## config.mk

```make
export PLATFORM = sky130hd
export DESIGN_NAME = pressure_tare_and_scale
export DESIGN_NICKNAME = d
export VERILOG_FILES = /design/src/design/pts_pkg.sv /design/src/design/pressure_tare_and_scale.sv /design/src/design/pts_div.sv /design/src/design/pts_dp.sv /design/src/design/pts_ctrl.sv
export SDC_FILE = /design/constraint.sdc
export NUM_CORES = 1
export LEC_CHECK = 0
export BUFFER_PORTS_ARGS = -buffer_cell sky130_fd_sc_hd__buf_4
export CAP_MARGIN = 20
export CORE_ASPECT_RATIO = 1.75
export CORE_UTILIZATION = 41
export CTS_BUF_LIST = sky130_fd_sc_hd__clkbuf_4 sky130_fd_sc_hd__clkbuf_8
export DETAILED_ROUTE_END_ITERATION = 6
export HOLD_SLACK_MARGIN = 0.15
export PLACE_DENSITY = 0.53
export SETUP_SLACK_MARGIN = 0.3
export SYNTH_ARGS = -nofsm -noshare
export SYNTH_HDL_FRONTEND = slang
export SYNTH_SLANG_ARGS = --single-unit
```

## constraint.sdc

```tcl
create_clock -name clk -period 7.8 [get_ports clk]
set_clock_uncertainty 0.15 [all_clocks]
set_input_delay 1.17 -clock clk [delete_from_list [all_inputs] [get_ports clk]]
set_output_delay 1.17 -clock clk [all_outputs]
set_load 0.02 [all_outputs]
```

## src/design/pts_pkg.sv

```systemverilog
`timescale 1ns / 1ps

package pts_pkg;

    // Field and datapath widths
    localparam int VOLT_W  = 16;
    localparam int PRES_W  = 24;
    localparam int SUM_W   = 24;
    localparam int CNT_W   = 8;
    localparam int CH_W    = 2;
    localparam int CFG_IDX_W = 2;
    localparam int CFG_DATA_W = 16;

    // Divider operands: 16x16 product over a 16 bit range
    localparam int DVD_W = 32;
    localparam int DVS_W = 16;

    // Channel count
    localparam int NUM_SENSORS_DEF = 4;

    // Register indexes of the configuration port
    localparam logic [CFG_IDX_W-1:0] REG_TARE_SAMPLES = 2'd0;
    localparam logic [CFG_IDX_W-1:0] REG_VOLT_MIN     = 2'd1;
    localparam logic [CFG_IDX_W-1:0] REG_VOLT_MAX     = 2'd2;
    localparam logic [CFG_IDX_W-1:0] REG_FULL_SCALE   = 2'd3;

    // Register reset values
    localparam logic [CNT_W-1:0]  TARE_SAMPLES_RST = 8'd16;
    localparam logic [VOLT_W-1:0] VOLT_MIN_RST     = 16'd5000;
    localparam logic [VOLT_W-1:0] VOLT_MAX_RST     = 16'd45000;
    localparam logic [VOLT_W-1:0] FULL_SCALE_RST   = 16'd10000;

    // Controller to datapath
    typedef struct packed {
        logic capture;    // take the input beat
        logic prep;       // read channel state, update tare sum/count
        logic div_start;  // load the divider
        logic finish;     // write result register, commit tare
    } pts_cmd_t;

    // Datapath to controller
    typedef struct packed {
        logic need_div;
        logic div_done;
        logic out_free;
    } pts_sts_t;

endpackage

```

## src/design/pressure_tare_and_scale.sv

```systemverilog
`timescale 1ns / 1ps
// Pressure transducer front end: per-channel tare averaging and linear scaling.
// Input channel (in_valid/in_stall): kind (0 tare, 1 measure), sensor, voltage.
// Every accepted beat gives exactly one result beat on out_valid/out_stall.
// Config channel (cfg_valid/cfg_ready, cfg_ready always high): cfg_index picks
// tare_samples, volt_min, volt_max or full_scale; write only while idle.
// A division runs for a closing tare sample or a measure sample with a good range;
// a tare sample that does not finish its average, a channel out of range or a
// measure with a bad range goes to the result register without one.
// The division is a radix-2 restoring divider, one quotient bit per cycle over
// 32 bits.
// in_stall is high while an item is in work; the next item is taken as soon as
// the result sits in the output register, even if the receiver stalls it.
// A stalled result holds in the output register; a finished item then waits
// until that register frees, so at most two items are held.
// Reset clears all channel sums, counts and stored tares, loads the register
// defaults and leaves no result pending.
module pressure_tare_and_scale
    import pts_pkg::*;
#(
    parameter int NUM_SENSORS = NUM_SENSORS_DEF
)
(
    input  logic                  clk,
    input  logic                  rst_n,
    input  logic                  in_valid,
    output logic                  in_stall,
    input  logic                  kind,
    input  logic [CH_W-1:0]       sensor,
    input  logic [VOLT_W-1:0]     voltage,
    output logic                  out_valid,
    input  logic                  out_stall,
    output logic [CH_W-1:0]       sensor_out,
    output logic [PRES_W-1:0]     pressure,
    output logic                  pressure_valid,
    output logic                  tare_done,
    output logic [VOLT_W-1:0]     tare_level,
    output logic                  saturated,
    output logic                  range_error,
    input  logic                  cfg_valid,
    output logic                  cfg_ready,
    input  logic [CFG_IDX_W-1:0]  cfg_index,
    input  logic [CFG_DATA_W-1:0] cfg_data
);

    pts_cmd_t cmd;
    pts_sts_t sts;

    assign cfg_ready = 1'b1;

    pts_ctrl u_ctrl (
        .clk      (clk),
        .rst_n    (rst_n),
        .in_valid (in_valid),
        .in_stall (in_stall),
        .sts      (sts),
        .cmd      (cmd)
    );

    pts_dp #(
        .NUM_SENSORS (NUM_SENSORS)
    ) u_dp (
        .clk            (clk),
        .rst_n          (rst_n),
        .cmd            (cmd),
        .sts            (sts),
        .kind           (kind),
        .sensor         (sensor),
        .voltage        (voltage),
        .out_valid      (out_valid),
        .out_stall      (out_stall),
        .sensor_out     (sensor_out),
        .pressure       (pressure),
        .pressure_valid (pressure_valid),
        .tare_done      (tare_done),
        .tare_level     (tare_level),
        .saturated      (saturated),
        .range_error    (range_error),
        .cfg_we         (cfg_valid && cfg_ready),
        .cfg_index      (cfg_index),
        .cfg_data       (cfg_data)
    );

`ifndef SYNTHESIS
    // an accepted item keeps the input side busy in the next cycle
    a_busy_after_accept: assert property (@(posedge clk) disable iff (!rst_n)
        in_valid && !in_stall |=> in_stall)
        else $error("input not stalled after accept");

    // clipping only on a measured pressure, pinned at full code
    a_sat_full: assert property (@(posedge clk) disable iff (!rst_n)
        out_valid && saturated |-> pressure_valid && (pressure == '1))
        else $error("saturated without full-scale pressure");

    // a result is a pressure, a tare completion or a range fault, never two
    a_kind_excl: assert property (@(posedge clk) disable iff (!rst_n)
        out_valid |-> !(pressure_valid && (range_error || tare_done))
                      && !(tare_done && range_error))
        else $error("conflicting result flags");

    // no pressure value without a measured pressure
    a_zero_press: assert property (@(posedge clk) disable iff (!rst_n)
        out_valid && !pressure_valid |-> (pressure == '0) && !saturated)
        else $error("pressure set on non-measure result");
`endif

endmodule

```

## src/design/pts_div.sv

```systemverilog
`timescale 1ns / 1ps

module pts_div
    import pts_pkg::*;
(
    input  logic             clk,
    input  logic             rst_n,
    input  logic             start,
    input  logic [DVD_W-1:0] dividend,
    input  logic [DVS_W-1:0] divisor,
    output logic             done,
    output logic [DVD_W-1:0] quotient
);

    localparam int STEP_W = $clog2(DVD_W);

    logic              busy_reg;
    logic              busy_next;
    logic [STEP_W-1:0] step_reg;
    logic [STEP_W-1:0] step_next;
    logic [DVD_W-1:0]  quo_reg;
    logic [DVD_W-1:0]  quo_next;
    logic [DVS_W-1:0]  rem_reg;
    logic [DVS_W-1:0]  rem_next;
    logic [DVS_W-1:0]  dvs_reg;
    logic [DVS_W:0]    trial;
    logic [DVS_W:0]    trial_sub;
    logic              fits;

    // One restoring step: shift in the next dividend bit, subtract if it fits
    always_comb
    begin
        trial     = {rem_reg, quo_reg[DVD_W-1]};
        fits      = (trial >= {1'b0, dvs_reg});
        trial_sub = trial - {1'b0, dvs_reg};
        rem_next  = fits ? trial_sub[DVS_W-1:0] : trial[DVS_W-1:0];
        quo_next  = {quo_reg[DVD_W-2:0], fits};
    end

    assign done     = busy_reg && (step_reg == STEP_W'(DVD_W - 1));
    assign quotient = quo_reg;

    // Step counter and busy flag
    always_comb
    begin
        busy_next = busy_reg;
        step_next = step_reg;
        if (start)
        begin
            busy_next = 1'b1;
            step_next = '0;
        end
        else if (busy_reg)
        begin
            step_next = step_reg + 1'b1;
            if (done)
                busy_next = 1'b0;
        end
    end

    always_ff @(posedge clk or negedge rst_n)
    begin
        if (!rst_n)
        begin
            busy_reg <= 1'b0;
            step_reg <= '0;
        end
        else
        begin
            busy_reg <= busy_next;
            step_reg <= step_next;
        end
    end

    // Operands and partial results
    always_ff @(posedge clk)
    begin
        if (start)
        begin
            quo_reg <= dividend;
            rem_reg <= '0;
            dvs_reg <= divisor;
        end
        else if (busy_reg)
        begin
            quo_reg <= quo_next;
            rem_reg <= rem_next;
        end
    end

endmodule

```

## src/design/pts_dp.sv

```systemverilog
`timescale 1ns / 1ps

module pts_dp
    import pts_pkg::*;
#(
    parameter int NUM_SENSORS = NUM_SENSORS_DEF
)
(
    input  logic                  clk,
    input  logic                  rst_n,
    input  pts_cmd_t              cmd,
    output pts_sts_t              sts,
    // input beat
    input  logic                  kind,
    input  logic [CH_W-1:0]       sensor,
    input  logic [VOLT_W-1:0]     voltage,
    // result beat
    output logic                  out_valid,
    input  logic                  out_stall,
    output logic [CH_W-1:0]       sensor_out,
    output logic [PRES_W-1:0]     pressure,
    output logic                  pressure_valid,
    output logic                  tare_done,
    output logic [VOLT_W-1:0]     tare_level,
    output logic                  saturated,
    output logic                  range_error,
    // configuration writes
    input  logic                  cfg_we,
    input  logic [CFG_IDX_W-1:0]  cfg_index,
    input  logic [CFG_DATA_W-1:0] cfg_data
);

    localparam int IDX_W = (NUM_SENSORS > 1) ? $clog2(NUM_SENSORS) : 1;

    // Configuration
    logic [CNT_W-1:0]  tare_samples_reg;
    logic [VOLT_W-1:0] volt_min_reg;
    logic [VOLT_W-1:0] volt_max_reg;
    logic [VOLT_W-1:0] full_scale_reg;

    // Per-channel state
    logic [SUM_W-1:0]  sum_reg   [NUM_SENSORS];
    logic [CNT_W-1:0]  cnt_reg   [NUM_SENSORS];
    logic [VOLT_W-1:0] store_reg [NUM_SENSORS];
    logic              valid_reg [NUM_SENSORS];

    // Captured item and prep results
    logic              kind_reg;
    logic [CH_W-1:0]   sensor_reg;
    logic [VOLT_W-1:0] voltage_reg;
    logic              done_reg;
    logic              rerr_reg;
    logic              need_div_reg;
    logic [SUM_W-1:0]  num_reg;
    logic [DVS_W-1:0]  den_reg;

    // Result register
    logic              out_valid_reg;
    logic              out_valid_next;
    logic [CH_W-1:0]   sensor_out_reg;
    logic [PRES_W-1:0] pressure_reg;
    logic              pvalid_reg;
    logic              tdone_reg;
    logic [VOLT_W-1:0] level_reg;
    logic              sat_reg;
    logic              rerr_out_reg;

    logic              ch_ok;
    logic [IDX_W-1:0]  idx;
    logic [CNT_W-1:0]  need;
    logic [SUM_W-1:0]  sum_next;
    logic [CNT_W-1:0]  cnt_next;
    logic              complete;
    logic              range_bad;
    logic [VOLT_W-1:0] zero;
    logic [VOLT_W-1:0] diff;
    logic [DVS_W-1:0]  span;
    logic [DVD_W-1:0]  product;
    logic [DVD_W-1:0]  dividend;
    logic              div_done;
    logic [DVD_W-1:0]  quotient;
    logic              meas_ok;
    logic              sat_next;
    logic [PRES_W-1:0] pressure_next;

    // Channel select
    assign ch_ok = (32'(sensor_reg) < NUM_SENSORS);
    assign idx   = IDX_W'(sensor_reg);

    // Tare accumulate and measure zero point
    always_comb
    begin
        need      = (tare_samples_reg == '0) ? CNT_W'(1) : tare_samples_reg;
        sum_next  = sum_reg[idx] + SUM_W'(voltage_reg);
        cnt_next  = cnt_reg[idx] + 1'b1;
        complete  = (cnt_next >= need) && (cnt_next != '0);
        range_bad = (volt_max_reg <= volt_min_reg);
        zero      = valid_reg[idx] ? store_reg[idx] : volt_min_reg;
        diff      = (voltage_reg > zero) ? (voltage_reg - zero) : '0;
        span      = volt_max_reg - volt_min_reg;
    end

    // Scale multiply feeds the divider load directly
    assign product  = DVD_W'(full_scale_reg) * DVD_W'(num_reg[VOLT_W-1:0]);
    assign dividend = kind_reg ? product : DVD_W'(num_reg);

    pts_div u_div (
        .clk      (clk),
        .rst_n    (rst_n),
        .start    (cmd.div_start),
        .dividend (dividend),
        .divisor  (den_reg),
        .done     (div_done),
        .quotient (quotient)
    );

    // Result fields
    always_comb
    begin
        meas_ok       = ch_ok && kind_reg && !rerr_reg;
        sat_next      = meas_ok && (quotient[DVD_W-1:PRES_W] != '0);
        pressure_next = '0;
        if (meas_ok)
            pressure_next = sat_next ? '1 : quotient[PRES_W-1:0];
    end

    always_comb
    begin
        sts.need_div = need_div_reg;
        sts.div_done = div_done;
        sts.out_free = !out_valid_reg || !out_stall;
    end

    // Config registers
    always_ff @(posedge clk or negedge rst_n)
    begin
        if (!rst_n)
        begin
            tare_samples_reg <= TARE_SAMPLES_RST;
            volt_min_reg     <= VOLT_MIN_RST;
            volt_max_reg     <= VOLT_MAX_RST;
            full_scale_reg   <= FULL_SCALE_RST;
        end
        else if (cfg_we)
        begin
            case (cfg_index)
                REG_TARE_SAMPLES: tare_samples_reg <= cfg_data[CNT_W-1:0];
                REG_VOLT_MIN:     volt_min_reg     <= cfg_data[VOLT_W-1:0];
                REG_VOLT_MAX:     volt_max_reg     <= cfg_data[VOLT_W-1:0];
                REG_FULL_SCALE:   full_scale_reg   <= cfg_data[VOLT_W-1:0];
                default:          ;
            endcase
        end
    end

    // Channel state: sum/count at prep, stored tare at finish
    always_ff @(posedge clk or negedge rst_n)
    begin
        if (!rst_n)
        begin
            for (int i = 0; i < NUM_SENSORS; i++)
            begin
                sum_reg[i]   <= '0;
                cnt_reg[i]   <= '0;
                store_reg[i] <= '0;
                valid_reg[i] <= 1'b0;
            end
        end
        else
        begin
            if (cmd.prep && ch_ok && !kind_reg)
            begin
                sum_reg[idx] <= complete ? '0 : sum_next;
                cnt_reg[idx] <= complete ? '0 : cnt_next;
            end
            if (cmd.finish && done_reg)
            begin
                store_reg[idx] <= quotient[VOLT_W-1:0];
                valid_reg[idx] <= 1'b1;
            end
        end
    end

    // Item capture and prep latches
    always_ff @(posedge clk)
    begin
        if (cmd.capture)
        begin
            kind_reg    <= kind;
            sensor_reg  <= sensor;
            voltage_reg <= voltage;
        end
        if (cmd.prep)
        begin
            done_reg     <= ch_ok && !kind_reg && complete;
            rerr_reg     <= ch_ok && kind_reg && range_bad;
            need_div_reg <= ch_ok && (kind_reg ? !range_bad : complete);
            num_reg      <= kind_reg ? SUM_W'(diff) : sum_next;
            den_reg      <= kind_reg ? span : DVS_W'(cnt_next);
        end
    end

    // Output register
    always_comb
    begin
        out_valid_next = out_valid_reg;
        if (cmd.finish)
            out_valid_next = 1'b1;
        else if (out_valid_reg && !out_stall)
            out_valid_next = 1'b0;
    end

    always_ff @(posedge clk or negedge rst_n)
    begin
        if (!rst_n)
            out_valid_reg <= 1'b0;
        else
            out_valid_reg <= out_valid_next;
    end

    always_ff @(posedge clk)
    begin
        if (cmd.finish)
        begin
            sensor_out_reg <= sensor_reg;
            pressure_reg   <= pressure_next;
            pvalid_reg     <= meas_ok;
            tdone_reg      <= done_reg;
            level_reg      <= done_reg ? quotient[VOLT_W-1:0] : '0;
            sat_reg        <= sat_next;
            rerr_out_reg   <= rerr_reg;
        end
    end

    assign out_valid      = out_valid_reg;
    assign sensor_out     = sensor_out_reg;
    assign pressure       = pressure_reg;
    assign pressure_valid = pvalid_reg;
    assign tare_done      = tdone_reg;
    assign tare_level     = level_reg;
    assign saturated      = sat_reg;
    assign range_error    = rerr_out_reg;

endmodule

```

## src/design/pts_ctrl.sv

```systemverilog
`timescale 1ns / 1ps

module pts_ctrl
    import pts_pkg::*;
(
    input  logic     clk,
    input  logic     rst_n,
    input  logic     in_valid,
    output logic     in_stall,
    input  pts_sts_t sts,
    output pts_cmd_t cmd
);

    localparam logic [2:0] S_IDLE = 3'd0;
    localparam logic [2:0] S_PREP = 3'd1;
    localparam logic [2:0] S_MUL  = 3'd2;
    localparam logic [2:0] S_DIV  = 3'd3;
    localparam logic [2:0] S_FIN  = 3'd4;

    logic [2:0] state_reg;
    logic [2:0] state_next;

    // Sequencer: one item in flight
    always_comb
    begin
        state_next    = state_reg;
        cmd           = '0;
        case (state_reg)
            S_IDLE:
            begin
                if (in_valid)
                begin
                    cmd.capture = 1'b1;
                    state_next  = S_PREP;
                end
            end
            S_PREP:
            begin
                cmd.prep   = 1'b1;
                state_next = S_MUL;
            end
            S_MUL:
            begin
                if (sts.need_div)
                begin
                    cmd.div_start = 1'b1;
                    state_next    = S_DIV;
                end
                else
                    state_next = S_FIN;
            end
            S_DIV:
            begin
                if (sts.div_done)
                    state_next = S_FIN;
            end
            S_FIN:
            begin
                if (sts.out_free)
                begin
                    cmd.finish = 1'b1;
                    state_next = S_IDLE;
                end
            end
            default:
                state_next = S_IDLE;
        endcase
    end

    assign in_stall = (state_reg != S_IDLE);

    always_ff @(posedge clk or negedge rst_n)
    begin
        if (!rst_n)
            state_reg <= S_IDLE;
        else
            state_reg <= state_next;
    end

endmodule

```

# After elaboration in Yosys (flattened, before gate mapping)
# Index checks and enable logic that the tools add are counted.
# W data, S select, Z words.
[totals]
reg_bits = 434
in_bits = 42
elab_cells = 154
[op_classes]
add_sub_neg = 6
n_mul = 1
magnitude_cmp = 6
eq_ne = 11
mux = 55
bitwise = 2
n_reduce_logical = 29
[ops]
columns = ["operator", "count"]
rows = [
  ["$mux W24", 5],
  ["$mux W16", 7],
  ["$bwmux W96", 1],
  ["$mux W32", 3],
  ["$bwmux W64", 1],
  ["$bmux W24 S2", 1],
  ["$demux W24 S2", 1],
  ["$mux W8", 6],
  ["$sub A16 B16 Y16", 3],
  ["$bmux W16 S2", 1],
  ["$bwmux W32", 1],
  ["$demux W16 S2", 1],
  ["$mul A16 B16 Y32", 1],
  ["$add A24 B16 Y24", 1],
  ["$ge A17 B16 Y1", 1],
  ["$bmux W8 S2", 1],
  ["$demux W8 S2", 1],
  ["$gt A16 B16 Y1", 1],
  ["$le A16 B16 Y1", 1],
  ["$mux W1", 16],
  ["$reduce_bool A8 Y1", 2],
  ["$pmux W3 S5", 1],
  ["$mux W3", 4],
  ["$logic_and A1 B1 Y1", 10],
  ["other kinds (27)", 39],
]

# Longest topological paths before layout
[logic_depth]
ltp_word = 9
ltp_mapped = 24
ltp_nobuf = 23

# By module
# Synthesis repeated with hierarchy kept, for this count alone.
[unflattened]
hier_cells = 2811
hier_area_um2 = 30194.0
[by_module_without_submodules]
columns = ["mod", "instances", "cells_each", "area_each_um2"]
rows = [
  ["pts_dp", 1, 2453, 26172.6],
  ["pts_div", 1, 333, 3791.1],
  ["pts_ctrl", 1, 23, 219.0],
  ["pressure_tare_and_scale", 1, 2, 11.3],
]

# Worst setup path after synthesis
# OpenSTA, ideal clock, no wires.
[synth_timing]
path_kind = "reg-to-reg"
start = "register u_dp.num_reg[9]"
end = "register u_dp.u_div.quo_reg[29], in the netlist u_dp.u_div.quotient[29], data pin"
setup_ns = 0.265
arrival_ns = 6.086
slack_ns = 1.298
stages_incl_launch_ff = 25
path_cell_list = "edfxtp_1 > clkbuf_1 > clkbuf_1 > nand2_1 > fa_1 > inv_1 > fa_1 > inv_1 > fa_1 > inv_1 > fa_1 > fa_1 > inv_1 > fa_1 > inv_1 > ha_1 > a211oi_1 > o21ai_0 > a32oi_1 > o21ai_1 > a21oi_1 > o21ai_1 > a21oi_1 > nor4_1 > or3_1"
[synth_via]
elab_chain_cells = 3
[synth_rtl]
columns = ["element", "line_no", "source"]
rows = [
  ["start: declaration", "pts_dp.sv:54", "logic [SUM_W-1:0] num_reg;"],
  ["start signal: assignment", "pts_dp.sv:198", "num_reg <= kind_reg ? SUM_W'(diff) : sum_next;"],
  ["$mul A16 B16 Y32", "pts_dp.sv:104", "assign product = DVD_W'(full_scale_reg) * DVD_W'(num_reg[VOLT_W-1:0]);"],
  ["$mux W32", "pts_dp.sv:105", "assign dividend = kind_reg ? product : DVD_W'(num_reg);"],
  ["$mux W32", "pts_div.sv:78", "if (start)"],
  ["end signal: assignment", "pts_div.sv:80", "quo_reg <= dividend;"],
  ["end signal: assignment", "pts_div.sv:86", "quo_reg <= quo_next;"],
  ["end: declaration", "pts_div.sv:21", "logic [DVD_W-1:0] quo_reg;"],
]
# No other way between the ends.
# A chain may end at the register's enable or synchronous reset.

# Worst setup path in the final report
[layout_timing]
start = "register u_dp.num_reg[6]"
end = "register u_dp.u_div.quo_reg[29], in the netlist u_dp.u_div.quotient[29], data pin"
# Same word-level chain as after synthesis.

==> flow_summary.ini <==
[sta]
worst_pin_slew_ns = 1.09
finalSetupViolCount = 0
period_minus_slack_ns = 6.94
slew_headroom_pct = 27.1
hold_violations = 0
rsz0062_at_grt = false
final.period_utilization_pct = 89.0
max_freq_mhz = 144
drv_slew = 0
hold_ws_ns = 0.264
setup_tns_ns = 0

[yosys]
avgSynthCellArea_sq_um = 10.6
yosysWarnings = 0
syn_area_sq_um = 29500
synthArstFlopShare_pct = 60.4
synth_flop_cell = dfrtp_1
synth_nets = 3201
synth_cell_type_count = 79
synth_cells = 2782
synth-seq-area-share_pct = 39.2
yosys-top-cells-area = dfrtp_1, edfxtp_1, fa_1
synth_edf_count = 156
yosys-top-cells-count = nand2_1, inv_1, dfrtp_1, fa_1, ha_1
synth_seq_cells = 434
synth_top_area_share_pct = 20.5
yosysMostFrequentCell = nand2_1
synth_area_leader_cell = dfrtp_1

[floorplan]
dieArea_sq_um = 73200
start_util_pct = 41.6
row_count = 129
coreArea_sq_um = 71000
pin_count = 91
die_h_um = 357
die_w_um = 205

[setup_path]
crit_start = u_dp.num_reg[6]
rr_endpoint = u_dp.u_div.quotient[29]
start_kind = flop
required_ns = 8.07
reg2reg_depth = 21
crit_path_end = u_dp.u_div.quotient[29]
worst-setup-path-type = flop to flop
worst-path-max-fanout = 17
r2r_slack_ns = 0.86
rr_startpoint = u_dp.num_reg[6]
cp-end-kind = flop
arrival_ns = 7.21

[clocking]
cts_hold_buffers = 0
clk_path_buf_depth = 3
cts.sinks = 434
clk_pin_slew_worst_paths_ns = 0.07
cts_buffers = 70
cts-htree-levels = 3
clock_latency_ns = 0.67
cts_root_buf = clkbuf_8
postCtsSetupRepairBufs = 0
tritoncts = done
post_cts_resized = 0

[finish]
final_area_sq_um = 32700
postLayoutCoreUtil_pct = 46.1
nets = 3273
drive_gt1_share_pct = 16.0
areaGrowthSynthToFinish_pct = 10.7
largest_register_ffs = 96

[global_routing]
grt_start_max_net_pins = 175
antenna_found_initial = 3
grt_pass1_wl_um = 130000
grt_pass1_vias = 22600
track_usage_pct = 23.7
grt_overflow_total = 0

[worst_hold_path]
hold_class = flop to flop

[routing]
routed_wl_um = 83500
vias_per_cell = 5.43
dr.first_iter.drc_count = 973
drtPass1Iterations = 5
route.detailed.drc = 0
vias = 20800
avgRoutedWirePerCell_um = 21.8
ant_nets = 0

[run]
maxCapViolations = 0

[place]
gp_congestion = 0.943
dp_hpwl_um = 62600
io_buffers = 89
placed_area_sq_um = 31200

[outcome]
status = finished clean
cell type report:
type / instances / area (sq um)
Multi-Input combinational cell: 1914 / 16300
Inverter: 311 / 1170
Antenna cell: 1 / 2.50
Clock buffer: 105 / 1290
Sequential cell: 434 / 11600
Fill cell: 6692 / 38300
Clock inverter: 22 / 250
Timing Repair Buffer: 123 / 958
Tap cell: 917 / 1150
metrics by stage:
step | worst slack (ns) | instances
after detailed placement | 0.871 | 3698
after global placement | 0.911 | 3697
after floorplan | 1.30 | 2782
after global routing | 0.401 | 3827
after CTS | 0.846 | 3825
final | 0.857 | 3827
cells by family (layout without fill, tap and decap cells):
group / after synthesis / after routing / share of synthesized area [%]
xor gates and xnor gates: 83 / 83 / 2.51
adders and majority gates: 377 / 377 / 21.0
buffers and inverters: 434 / 561 / 5.70
DFF: 434 / 434 / 39.2
AOI/OAI and AO/OA: 497 / 497 / 10.4
and+or+nand+nor: 765 / 765 / 12.2
muxes: 191 / 191 / 9.03
other: 1 / 2 / 0.0127
metal layers:
layer	wire length (um)	global-route usage [%]
met4	5020	13.9
met3	2570	2.49
met1	31200	26.0
met2	44700	43.7
met5	8	0
worst min-delay path by stage:
| stage | start | cells after the start | endpoint | slack (ns) |
|---|---|---|---|---|
| final | u_dp.den_reg[14] | 0 | u_dp.u_div.dvs_reg[14] | 0.26 |
| after global routing | u_dp.den_reg[8] | 0 | u_dp.u_div.dvs_reg[8] | 0.27 |
| after CTS | u_dp.den_reg[14] | 0 | u_dp.u_div.dvs_reg[14] | 0.27 |
| after detailed placement | u_dp.den_reg[14] | 0 | u_dp.u_div.dvs_reg[14] | 0.26 |
| after global placement | u_dp.den_reg[15] | 0 | u_dp.u_div.dvs_reg[15] | 0.25 |
| after floorplan | u_dp.den_reg[0] | 0 | u_dp.u_div.dvs_reg[0] | 0.25 |
placed cells by master, fill, tap and decap left out, drive strengths merged, types with 19 or more instances in the layout:
cell type	instances
inv	312
xnor2	51
dfrtp	242
o31ai	35
clkbuf	105
nand3	26
edfxtp	156
dfstp	20
a21o	23
xor2	32
mux2i	27
o21a	45
ha	179
fa	198
buf	123
or2	25
and2	138
o22ai	19
nor2	104
mux2	115
mux4	49
a21oi	103
o21ai	196
nor3	21
nand2	367
worst max-delay path, stage by stage (launching register included):
cell and delay, ns:
edfxtp_1 0.67, and2_1 0.31, fa_1 0.54, inv_1 0.07, fa_1 0.51, fa_1 0.52
inv_1 0.05, fa_1 0.49, fa_1 0.56, inv_1 0.05, fa_1 0.54, inv_1 0.04
ha_1 0.35, a211oi_1 0.31, o21ai_0 0.15, a32oi_1 0.16, o21ai_1 0.15, a21oi_1 0.30
o21ai_1 0.15, a21oi_1 0.20, nor4_1 0.06, or3_1 0.35
Power is left out: the tool's default activity adds up to more than one toggle a clock period on the data nets, which glitch-free logic cannot reach.
